--- src/hdl/sli_pkg.sv ---
// Shared constants, codes and types for the sorted list insert/delete block.
`default_nettype none
package sli_pkg;

  localparam int CAPACITY = 16;
  localparam int IDX_W    = (CAPACITY > 1) ? $clog2(CAPACITY) : 1;
  localparam int CNT_W    = $clog2(CAPACITY + 1);

  localparam int VALUE_W  = 32;
  localparam int ACTION_W = 2;
  localparam int STATUS_W = 2;
  localparam int ECOUNT_W = 5;

  typedef logic [ACTION_W-1:0] action_t;
  typedef logic [STATUS_W-1:0] status_t;
  typedef logic signed [VALUE_W-1:0] value_t;

  localparam action_t ACT_INSERT = 2'd0;
  localparam action_t ACT_DELETE = 2'd1;
  localparam action_t ACT_POP_HEAD = 2'd2;
  localparam action_t ACT_POP_TAIL = 2'd3;

  localparam status_t STAT_OK       = 2'd0;
  localparam status_t STAT_FULL     = 2'd1;
  localparam status_t STAT_NOTFOUND = 2'd2;
  localparam status_t STAT_EMPTY    = 2'd3;

  typedef enum logic [2:0] {
    ST_IDLE,
    ST_READ,
    ST_EVAL,
    ST_PLACE,
    ST_DONE
  } sli_state_t;

  // Outcome of the shared comparator.
  typedef struct packed {
    logic lt;
    logic eq;
  } sli_cmp_t;

endpackage
`default_nettype wire

--- src/hdl/sli_if.sv ---
// Valid/ready channel interfaces for request and result words.
`default_nettype none
interface sli_in_if;
  logic             valid;
  logic             ready;
  sli_pkg::action_t action;
  sli_pkg::value_t  value;

  modport source (output valid, output action, output value, input ready);
  modport sink   (input valid, input action, input value, output ready);
endinterface

interface sli_out_if;
  logic                           valid;
  logic                           ready;
  sli_pkg::status_t               status;
  sli_pkg::value_t                result_value;
  logic [sli_pkg::ECOUNT_W-1:0]   entry_count;

  modport source (output valid, output status, output result_value, output entry_count,
                  input ready);
  modport sink   (input valid, input status, input result_value, input entry_count,
                  output ready);
endinterface
`default_nettype wire

--- src/hdl/sli_cmp.sv ---
// Shared signed comparator used by every scan step.
`default_nettype none
module sli_cmp (
  input  wire sli_pkg::value_t  a,
  input  wire sli_pkg::value_t  b,
  output sli_pkg::sli_cmp_t res
);
  import sli_pkg::*;

  assign res.lt = (a < b);
  assign res.eq = (a == b);

endmodule
`default_nettype wire

--- src/hdl/sorted_list_insert_delete.sv ---
// Top level: sorted store acting as a double-ended priority queue.
// Usage:
//   in_chan  carries request words (action, value); out_chan returns one result word
//   (status, result_value, entry_count) per request, in request order.
//   Values are kept ascending in a single-port-write, single-port-read memory of
//   CAPACITY entries. One comparator is reused by a sequencer; each memory step is a
//   read issue (ST_READ), then a compare/write on the registered read data (ST_EVAL).
// Steps per request (p = insert position):
//   insert       : shifts entries >= value up from the top down, then writes the value
//                  at p (p = first entry >= value); slot 0 is written in ST_PLACE
//   delete/pop-hd: scans up to the match, then shifts the rest down
//   pop-tail     : reads the last entry;  full / empty / delete on empty: no memory step
// Throughput: one request at a time; in_chan.ready is high only while idle.
//   The memory read port and the comparator are shared by every step.
// Reset: synchronous, active low; clears the count, the sequencer state and the output
//   valid flag. Memory contents are not cleared, only entries below the count are read.
// Stall: a finished result waits in the output register; a following request may be
//   taken and worked on, and its result holds in the sequencer until the slot frees.
`default_nettype none
module sorted_list_insert_delete (
  input  wire logic  clk,
  input  wire logic  rst_n,
  sli_in_if.sink     in_chan,
  sli_out_if.source  out_chan
);
  import sli_pkg::*;

  // Entry memory
  value_t mem [CAPACITY];
  logic             wr_en;
  logic [IDX_W-1:0] wr_addr;
  value_t           wr_data;
  logic [IDX_W-1:0] rd_addr;
  value_t           rdata_r;

  always_ff @(posedge clk) begin
    if (wr_en) begin
      mem[wr_addr] <= wr_data;
    end
    rdata_r <= mem[rd_addr];
  end

  // Sequencer state
  sli_state_t       state_r, state_nxt;
  action_t          op_r, op_nxt;
  value_t           val_r, val_nxt;
  logic [IDX_W-1:0] idx_r, idx_nxt;
  logic             found_r, found_nxt;
  logic [CNT_W-1:0] count_r, count_nxt;
  logic [CNT_W-1:0] pend_cnt_r, pend_cnt_nxt;
  status_t          res_stat_r, res_stat_nxt;
  value_t           res_val_r, res_val_nxt;

  // Output register
  logic             out_valid_r, out_valid_nxt;
  status_t          out_stat_r, out_stat_nxt;
  value_t           out_val_r, out_val_nxt;
  logic [CNT_W-1:0] out_cnt_r, out_cnt_nxt;

  sli_cmp_t         cmp;
  logic             last_pos;
  logic             slot_free;

  sli_cmp u_cmp (
    .a   (rdata_r),
    .b   (val_r),
    .res (cmp)
  );

  // Inserts read one below the target slot; scans read the slot itself.
  assign rd_addr   = (op_r == ACT_INSERT) ? (idx_r - IDX_W'(1)) : idx_r;
  assign last_pos  = ((CNT_W'(idx_r) + CNT_W'(1)) == count_r);
  assign slot_free = !out_valid_r || out_chan.ready;

  assign in_chan.ready         = (state_r == ST_IDLE);
  assign out_chan.valid        = out_valid_r;
  assign out_chan.status       = out_stat_r;
  assign out_chan.result_value = out_val_r;
  assign out_chan.entry_count  = ECOUNT_W'(out_cnt_r);

  always_comb begin
    state_nxt     = state_r;
    op_nxt        = op_r;
    val_nxt       = val_r;
    idx_nxt       = idx_r;
    found_nxt     = found_r;
    count_nxt     = count_r;
    pend_cnt_nxt  = pend_cnt_r;
    res_stat_nxt  = res_stat_r;
    res_val_nxt   = res_val_r;
    out_valid_nxt = out_valid_r;
    out_stat_nxt  = out_stat_r;
    out_val_nxt   = out_val_r;
    out_cnt_nxt   = out_cnt_r;
    wr_en         = 1'b0;
    wr_addr       = idx_r;
    wr_data       = val_r;

    // Drop the result word once the receiver takes it.
    if (out_valid_r && out_chan.ready) begin
      out_valid_nxt = 1'b0;
    end

    case (state_r)
      ST_IDLE: begin
        if (in_chan.valid) begin
          op_nxt       = in_chan.action;
          val_nxt      = in_chan.value;
          found_nxt    = 1'b0;
          res_val_nxt  = '0;
          res_stat_nxt = STAT_OK;
          pend_cnt_nxt = count_r;
          idx_nxt      = '0;
          case (in_chan.action)
            ACT_INSERT: begin
              if (count_r == CNT_W'(CAPACITY)) begin
                res_stat_nxt = STAT_FULL;
                state_nxt    = ST_DONE;
              end else if (count_r == '0) begin
                state_nxt = ST_PLACE;
              end else begin
                idx_nxt   = IDX_W'(count_r);
                state_nxt = ST_READ;
              end
            end
            ACT_DELETE: begin
              if (count_r == '0) begin
                res_stat_nxt = STAT_NOTFOUND;
                state_nxt    = ST_DONE;
              end else begin
                state_nxt = ST_READ;
              end
            end
            ACT_POP_HEAD: begin
              if (count_r == '0) begin
                res_stat_nxt = STAT_EMPTY;
                state_nxt    = ST_DONE;
              end else begin
                state_nxt = ST_READ;
              end
            end
            default: begin
              if (count_r == '0) begin
                res_stat_nxt = STAT_EMPTY;
                state_nxt    = ST_DONE;
              end else begin
                idx_nxt   = IDX_W'(count_r - CNT_W'(1));
                state_nxt = ST_READ;
              end
            end
          endcase
        end
      end

      ST_READ: begin
        state_nxt = ST_EVAL;
      end

      ST_EVAL: begin
        case (op_r)
          ACT_INSERT: begin
            wr_en   = 1'b1;
            wr_addr = idx_r;
            if (!cmp.lt) begin
              // Shift the larger-or-equal entry up one slot.
              wr_data = rdata_r;
              idx_nxt = idx_r - IDX_W'(1);
              if (idx_r == IDX_W'(1)) begin
                state_nxt = ST_PLACE;
              end else begin
                state_nxt = ST_READ;
              end
            end else begin
              wr_data      = val_r;
              res_val_nxt  = val_r;
              pend_cnt_nxt = count_r + CNT_W'(1);
              state_nxt    = ST_DONE;
            end
          end
          ACT_POP_TAIL: begin
            res_val_nxt  = rdata_r;
            pend_cnt_nxt = count_r - CNT_W'(1);
            state_nxt    = ST_DONE;
          end
          default: begin
            if (found_r) begin
              // Close the gap left by the removed entry.
              wr_en   = 1'b1;
              wr_addr = idx_r - IDX_W'(1);
              wr_data = rdata_r;
            end else if (cmp.eq || (op_r == ACT_POP_HEAD)) begin
              found_nxt   = 1'b1;
              res_val_nxt = rdata_r;
            end
            if (last_pos) begin
              state_nxt = ST_DONE;
              if (found_r || cmp.eq || (op_r == ACT_POP_HEAD)) begin
                pend_cnt_nxt = count_r - CNT_W'(1);
              end else begin
                res_stat_nxt = STAT_NOTFOUND;
              end
            end else begin
              idx_nxt   = idx_r + IDX_W'(1);
              state_nxt = ST_READ;
            end
          end
        endcase
      end

      ST_PLACE: begin
        wr_en        = 1'b1;
        wr_addr      = idx_r;
        wr_data      = val_r;
        res_val_nxt  = val_r;
        pend_cnt_nxt = count_r + CNT_W'(1);
        state_nxt    = ST_DONE;
      end

      ST_DONE: begin
        // Hold until the output register can take the word.
        if (slot_free) begin
          out_valid_nxt = 1'b1;
          out_stat_nxt  = res_stat_r;
          out_val_nxt   = res_val_r;
          out_cnt_nxt   = pend_cnt_r;
          count_nxt     = pend_cnt_r;
          state_nxt     = ST_IDLE;
        end
      end

      default: begin
        state_nxt = ST_IDLE;
      end
    endcase
  end

  always_ff @(posedge clk) begin
    if (!rst_n) begin
      state_r     <= ST_IDLE;
      count_r     <= '0;
      out_valid_r <= 1'b0;
      found_r     <= 1'b0;
    end else begin
      state_r     <= state_nxt;
      count_r     <= count_nxt;
      out_valid_r <= out_valid_nxt;
      found_r     <= found_nxt;
    end
  end

  always_ff @(posedge clk) begin
    op_r       <= op_nxt;
    val_r      <= val_nxt;
    idx_r      <= idx_nxt;
    pend_cnt_r <= pend_cnt_nxt;
    res_stat_r <= res_stat_nxt;
    res_val_r  <= res_val_nxt;
    out_stat_r <= out_stat_nxt;
    out_val_r  <= out_val_nxt;
    out_cnt_r  <= out_cnt_nxt;
  end

  // Checks
  a_count_bound: assert property (@(posedge clk) disable iff (!rst_n)
    count_r <= CNT_W'(CAPACITY))
    else $error("stored count above capacity");

  a_full_count: assert property (@(posedge clk) disable iff (!rst_n)
    (out_valid_r && out_stat_r == STAT_FULL) |-> (out_cnt_r == CNT_W'(CAPACITY)))
    else $error("full status with store not full");

  a_empty_count: assert property (@(posedge clk) disable iff (!rst_n)
    (out_valid_r && out_stat_r == STAT_EMPTY) |-> (out_cnt_r == '0))
    else $error("empty status with entries stored");

  a_err_zero: assert property (@(posedge clk) disable iff (!rst_n)
    (out_valid_r && out_stat_r != STAT_OK) |-> (out_val_r == '0))
    else $error("error result carries a nonzero value");

  a_count_update: assert property (@(posedge clk) disable iff (!rst_n)
    !$stable(count_r) |-> ($past(state_r) == ST_DONE))
    else $error("count changed outside result hand-off");

endmodule
`default_nettype wire
--- src/flat_wrapper.sv ---
// flat-port wrapper written by rule: the top's interface ports become plain ports
module sorted_list_insert_delete_flat import sli_pkg::*;
  (clk, rst_n, in_chan_valid, in_chan_action, in_chan_value, in_chan_ready, out_chan_valid, out_chan_status, out_chan_result_value, out_chan_entry_count, out_chan_ready);
  sli_in_if in_chan_i ();
  sli_out_if out_chan_i ();
  input  wire logic clk;
  input  wire logic rst_n;
  input wire logic [$bits(in_chan_i.valid)-1:0] in_chan_valid;
  input wire logic [$bits(in_chan_i.action)-1:0] in_chan_action;
  input wire logic [$bits(in_chan_i.value)-1:0] in_chan_value;
  output wire logic [$bits(in_chan_i.ready)-1:0] in_chan_ready;
  output wire logic [$bits(out_chan_i.valid)-1:0] out_chan_valid;
  output wire logic [$bits(out_chan_i.status)-1:0] out_chan_status;
  output wire logic [$bits(out_chan_i.result_value)-1:0] out_chan_result_value;
  output wire logic [$bits(out_chan_i.entry_count)-1:0] out_chan_entry_count;
  input wire logic [$bits(out_chan_i.ready)-1:0] out_chan_ready;
  assign in_chan_i.valid = in_chan_valid;
  assign in_chan_i.action = in_chan_action;
  assign in_chan_i.value = in_chan_value;
  assign in_chan_ready = in_chan_i.ready;
  assign out_chan_valid = out_chan_i.valid;
  assign out_chan_status = out_chan_i.status;
  assign out_chan_result_value = out_chan_i.result_value;
  assign out_chan_entry_count = out_chan_i.entry_count;
  assign out_chan_i.ready = out_chan_ready;
  sorted_list_insert_delete u_core (.clk(clk), .rst_n(rst_n), .in_chan(in_chan_i), .out_chan(out_chan_i));
endmodule
--- config.mk ---
export PLATFORM = sky130hd
export DESIGN_NAME = sorted_list_insert_delete_flat
export DESIGN_NICKNAME = d
export VERILOG_FILES = /design/src/hdl/sli_pkg.sv /design/src/hdl/sli_if.sv /design/src/hdl/sli_cmp.sv /design/src/hdl/sorted_list_insert_delete.sv /design/src/flat_wrapper.sv
export SDC_FILE = /design/constraint.sdc
export NUM_CORES = 1
export LEC_CHECK = 0
export BUFFER_PORTS_ARGS = -buffer_cell sky130_fd_sc_hd__clkbuf_2
export CAP_MARGIN = 5
export CORE_MARGIN = 1.5
export CORE_UTILIZATION = 45
export CTS_CLUSTER_DIAMETER = 80
export CTS_CLUSTER_SIZE = 12
export DETAILED_ROUTE_END_ITERATION = 10
export SLEW_MARGIN = 40
export SYNTH_ARGS = -nofsm -noshare
export SYNTH_HDL_FRONTEND = slang
export SYNTH_SLANG_ARGS = --single-unit
--- constraint.sdc ---
create_clock -name clk -period 3.8 [get_ports clk]
set_input_delay 0.19 -clock clk [delete_from_list [all_inputs] [get_ports clk]]
set_output_delay 0.19 -clock clk [all_outputs]
set_load 0.005 [all_outputs]
==> impl_metrics.toml <==
[clocking]
cts_tree = "built"
cts_buffer_depth = 3
clkLatencyLatePin_ns = 0.60
postCtsSetupBuffers = 0
cts_root_buf = "clkbuf_16"
htreeDepth = 3
clk_pin_slew_ns = 0.06
cts_sinks = 670
cts_buffers = 66

[sta]
rsz0062_at_grt = "no"
final-setup-viol-count = 0
finalHoldViolations = 0
relSlewSlack_pct = 53.4
holdWs_ns = 0.0708
skew_ns = 0.0261
setup_ws_ns = 0.279
max_freq_mhz = 284
setup-tns-final_ns = 0
final_max_slew_viol_count = 0
final.min_clock_period_ns = 3.52
finalCritPeriodShare_pct = 92.7
tightestPinTransition_ns = 0.697

[layout]
antenna_cells = 0
final_util_pct = 53.8
syn_to_final_growth_pct = 18.4
fillers = 4517
stdcell_area_um2 = 31600
nNetsFinal = 1699
fin_cells = 2438
drive_above_1_share_pct = 27.1

[detailed_routing]
routed_wirelength_um = 66200
wl_per_cell_um = 27.2
dr_total_vias = 14400
drt_iter0_drc = 1348
first_pass_iters = 5
vias_per_cell = 5.91
drtAntennaViolNets = 0
drc_errors = 0

[floorplan]
std_cell_rows = 89
initial_core_util_pct = 45.4
core-area_um2 = 58800
io_pins = 79
fp.dieW_um = 247
die_area_um2 = 60800
die_h_um = 247

[logic_synthesis]
synthCells = 1404
ys_ff_latch = 670
avgSynthCellArea_um2 = 19.0
synth_seq_area_share_pct = 73.7
async_flop_share_pct = 0
yosysMostFrequentCell = "edfxtp_1"
synth_flop_cell = "edfxtp_1"
synth_cell_types = 53
synth_edf_count = 628
synth_area_leaders = "edfxtp_1 (71%), mux4_2 (13%), dfxtp_1 (3.1%)"
synthesis.nets = 1483
yosysTopAreaCell = "edfxtp_1"
syn-cell-area_um2 = 26700
yosys_warnings = 0
synth_top_area_share_pct = 70.6
synthTopCellsByCount = "edfxtp_1 (628), mux4_2 (160), nand2_1 (102)"

[place]
hpwl_um = 37300
placed_cells = 2289
gp_congestion = 0.813
portBuffers = 78
place_area_um2 = 29300
pre_cts_slack_ns = 0.140

[global_routing]
grt_antenna_before_repair = 1
grt.total_usage_pct = 22.4
grt_max_degree = 67
grt_pass1_wl_um = 97300
overflow = 0
grt_pass1_vias = 14400

[setup_path]
crit_type = "reg -> reg"
crit_path_max_incr_delay_ns = 0.50
r2r_cells = 12
worstSetupStartpoint = "u_core.val_r[15]"
worst_setup_path_start_kind = "flip-flop"
crit_arrival_ns = 3.85
reg2reg_from = "u_core.val_r[15]"
path_buf_inv = 4
end_kind = "flip-flop"
worstPathRequired_ns = 4.13
crit_top_cell = "buf_4"
cp_cell_sequence = "inv_1, ha_1, nand4_1, nor4_2, a21boi_1, o41ai_2, nor2_1, nor4_4, buf_4, buf_4, a221o_1, buf_12"
cp_top_family = "simple AND/OR/NAND/NOR gates"
crit_fanout = 16
crit_cells = 12
cp_slowest_cell = "nor4_2"

[power]
p_comb_share_pct = 35.7
ir_worst_vdd_mv = 0.634
p_sw_share_pct = 31.1
design_power_total_mw = 25.9
p_sw_mw = 8.05
cellLeakagePower_nw = 10.4
pwr-share-seq_pct = 40.8
cellPowerDensity_nw_per_um2 = 818
clkPwrFrac_pct = 23.5
p_int_mw = 17.8

[run]
drv_cap = 0

[hold_path]
hold_depth = 4
min_path_type = "in -> reg"
min_from = "in_chan_valid"

[outcome]
status = "complete, no violations"
cell type report:
class	instances	area (um^2)	area share, %
clock buffer	108	1870	5.92
clock inverter	5	62.6	0.198
inverter	48	180	0.570
multi-input combinational	615	6750	21.4
sequential	670	19700	62.3
tap	773	967	3.06
timing repair buffer	219	2090	6.61
cells by family (layout without fill, tap and decap cells):
| logic type | Yosys count | after routing | share of synthesized area, % |
|---|---|---|---|
| flip-flops | 670 | 670 | 73.7 |
| AND/OR/NAND/NOR | 204 | 204 | 3.44 |
| AO/OA/AOI/OAI | 190 | 190 | 4.94 |
| multiplexers | 161 | 161 | 13.5 |
| buffers and inverters | 119 | 380 | 1.81 |
| adder cells (fa/ha/maj) | 41 | 41 | 1.92 |
| XOR/XNOR | 19 | 19 | 0.623 |
flip-flops by register name, summed over array words and instances (netlist names):
register	cells
u_core.res_val_r	32
u_core.out_chan.valid	1
u_core.count_r	5
u_core.found_r	1
u_core.op_r	2
u_core.pend_cnt_r	5
u_core.state_r	3
u_core.out_chan.entry_count	5
u_core.rdata_r	32
u_core.out_chan.status	2
u_core.res_stat_r	2
u_core.mem	512
u_core.out_chan.result_value	32
u_core.val_r	32
u_core.idx_r	4
power by group through the flow:
stage               combinational [mW]  clock [mW]  sequential [mW]
CTS                               9.34        6.22             10.5
global route                      9.96        6.49             10.6
finish                            9.23        6.09             10.5
global placement                  9.15           0             10.7
floorplan                         5.88           0             10.5
detailed placement                9.26           0             10.7
timing repair:
action	4_1_cts	5_1_grt
hold buffers	36	0
resized for setup	0	1
endpoints found under the hold margin	42	0
setup endpoints to repair	0	240
path summary, 6_finish.rpt:
| check | slack (ns) | end |
|---|---|---|
| worst min register to register | 0.42 | u_core.out_chan.result_value[10] |
| worst max register to register | 0.28 | u_core.mem[4][14] |
| worst min-delay path | 0.07 | u_core.found_r |
| worst max-delay path | 0.28 | u_core.mem[4][14] |
tightest hold or removal path, cell delays in order:
cell and delay [ns]:
clkbuf_2 0.10, nand2_1 0.15, a21oi_1 0.10, nor2b_1 0.10
per-layer routing:
| metal | vias to the layer above | track usage, % | share of wire, % | routed length [um] |
|---|---|---|---|---|
| met1 | 7622 | 31.7 | 43 | 28500 |
| li1 | 6170 | - | - | - |
| met3 | 98 | 3.95 | 6.6 | 4360 |
| met4 | 2 | 7.30 | 2.3 | 1550 |
| met2 | 523 | 35.6 | 48 | 31800 |
| met5 | - | 0 | 0.018 | 12 |
cells in the final DEF (no fill, tap or decap), types with 4 or more instances in the layout:
| cell type | instances |
|---|---|
| mux4_2 | 160 |
| clkbuf_16 | 69 |
| nor2_1 | 17 |
| nor3_1 | 12 |
| buf_4 | 61 |
| a21boi_0 | 7 |
| dfxtp_1 | 42 |
| nor2_4 | 19 |
| o31ai_1 | 31 |
| dlygate4sd3_1 | 36 |
| clkbuf_1 | 39 |
| o21ai_0 | 55 |
| nand3_1 | 13 |
| and2_1 | 4 |
| nand2_1 | 102 |
| inv_1 | 46 |
| edfxtp_1 | 628 |
| xor2_1 | 4 |
| nand4_1 | 8 |
| xnor2_1 | 12 |
| nor3b_1 | 4 |
| clkbuf_2 | 78 |
| a21oi_1 | 27 |
| a221o_1 | 31 |
| ha_1 | 41 |
| buf_12 | 44 |
| a211oi_1 | 4 |
| or3_1 | 4 |
| nor2b_1 | 7 |
(Power assumes the default switching activity.)
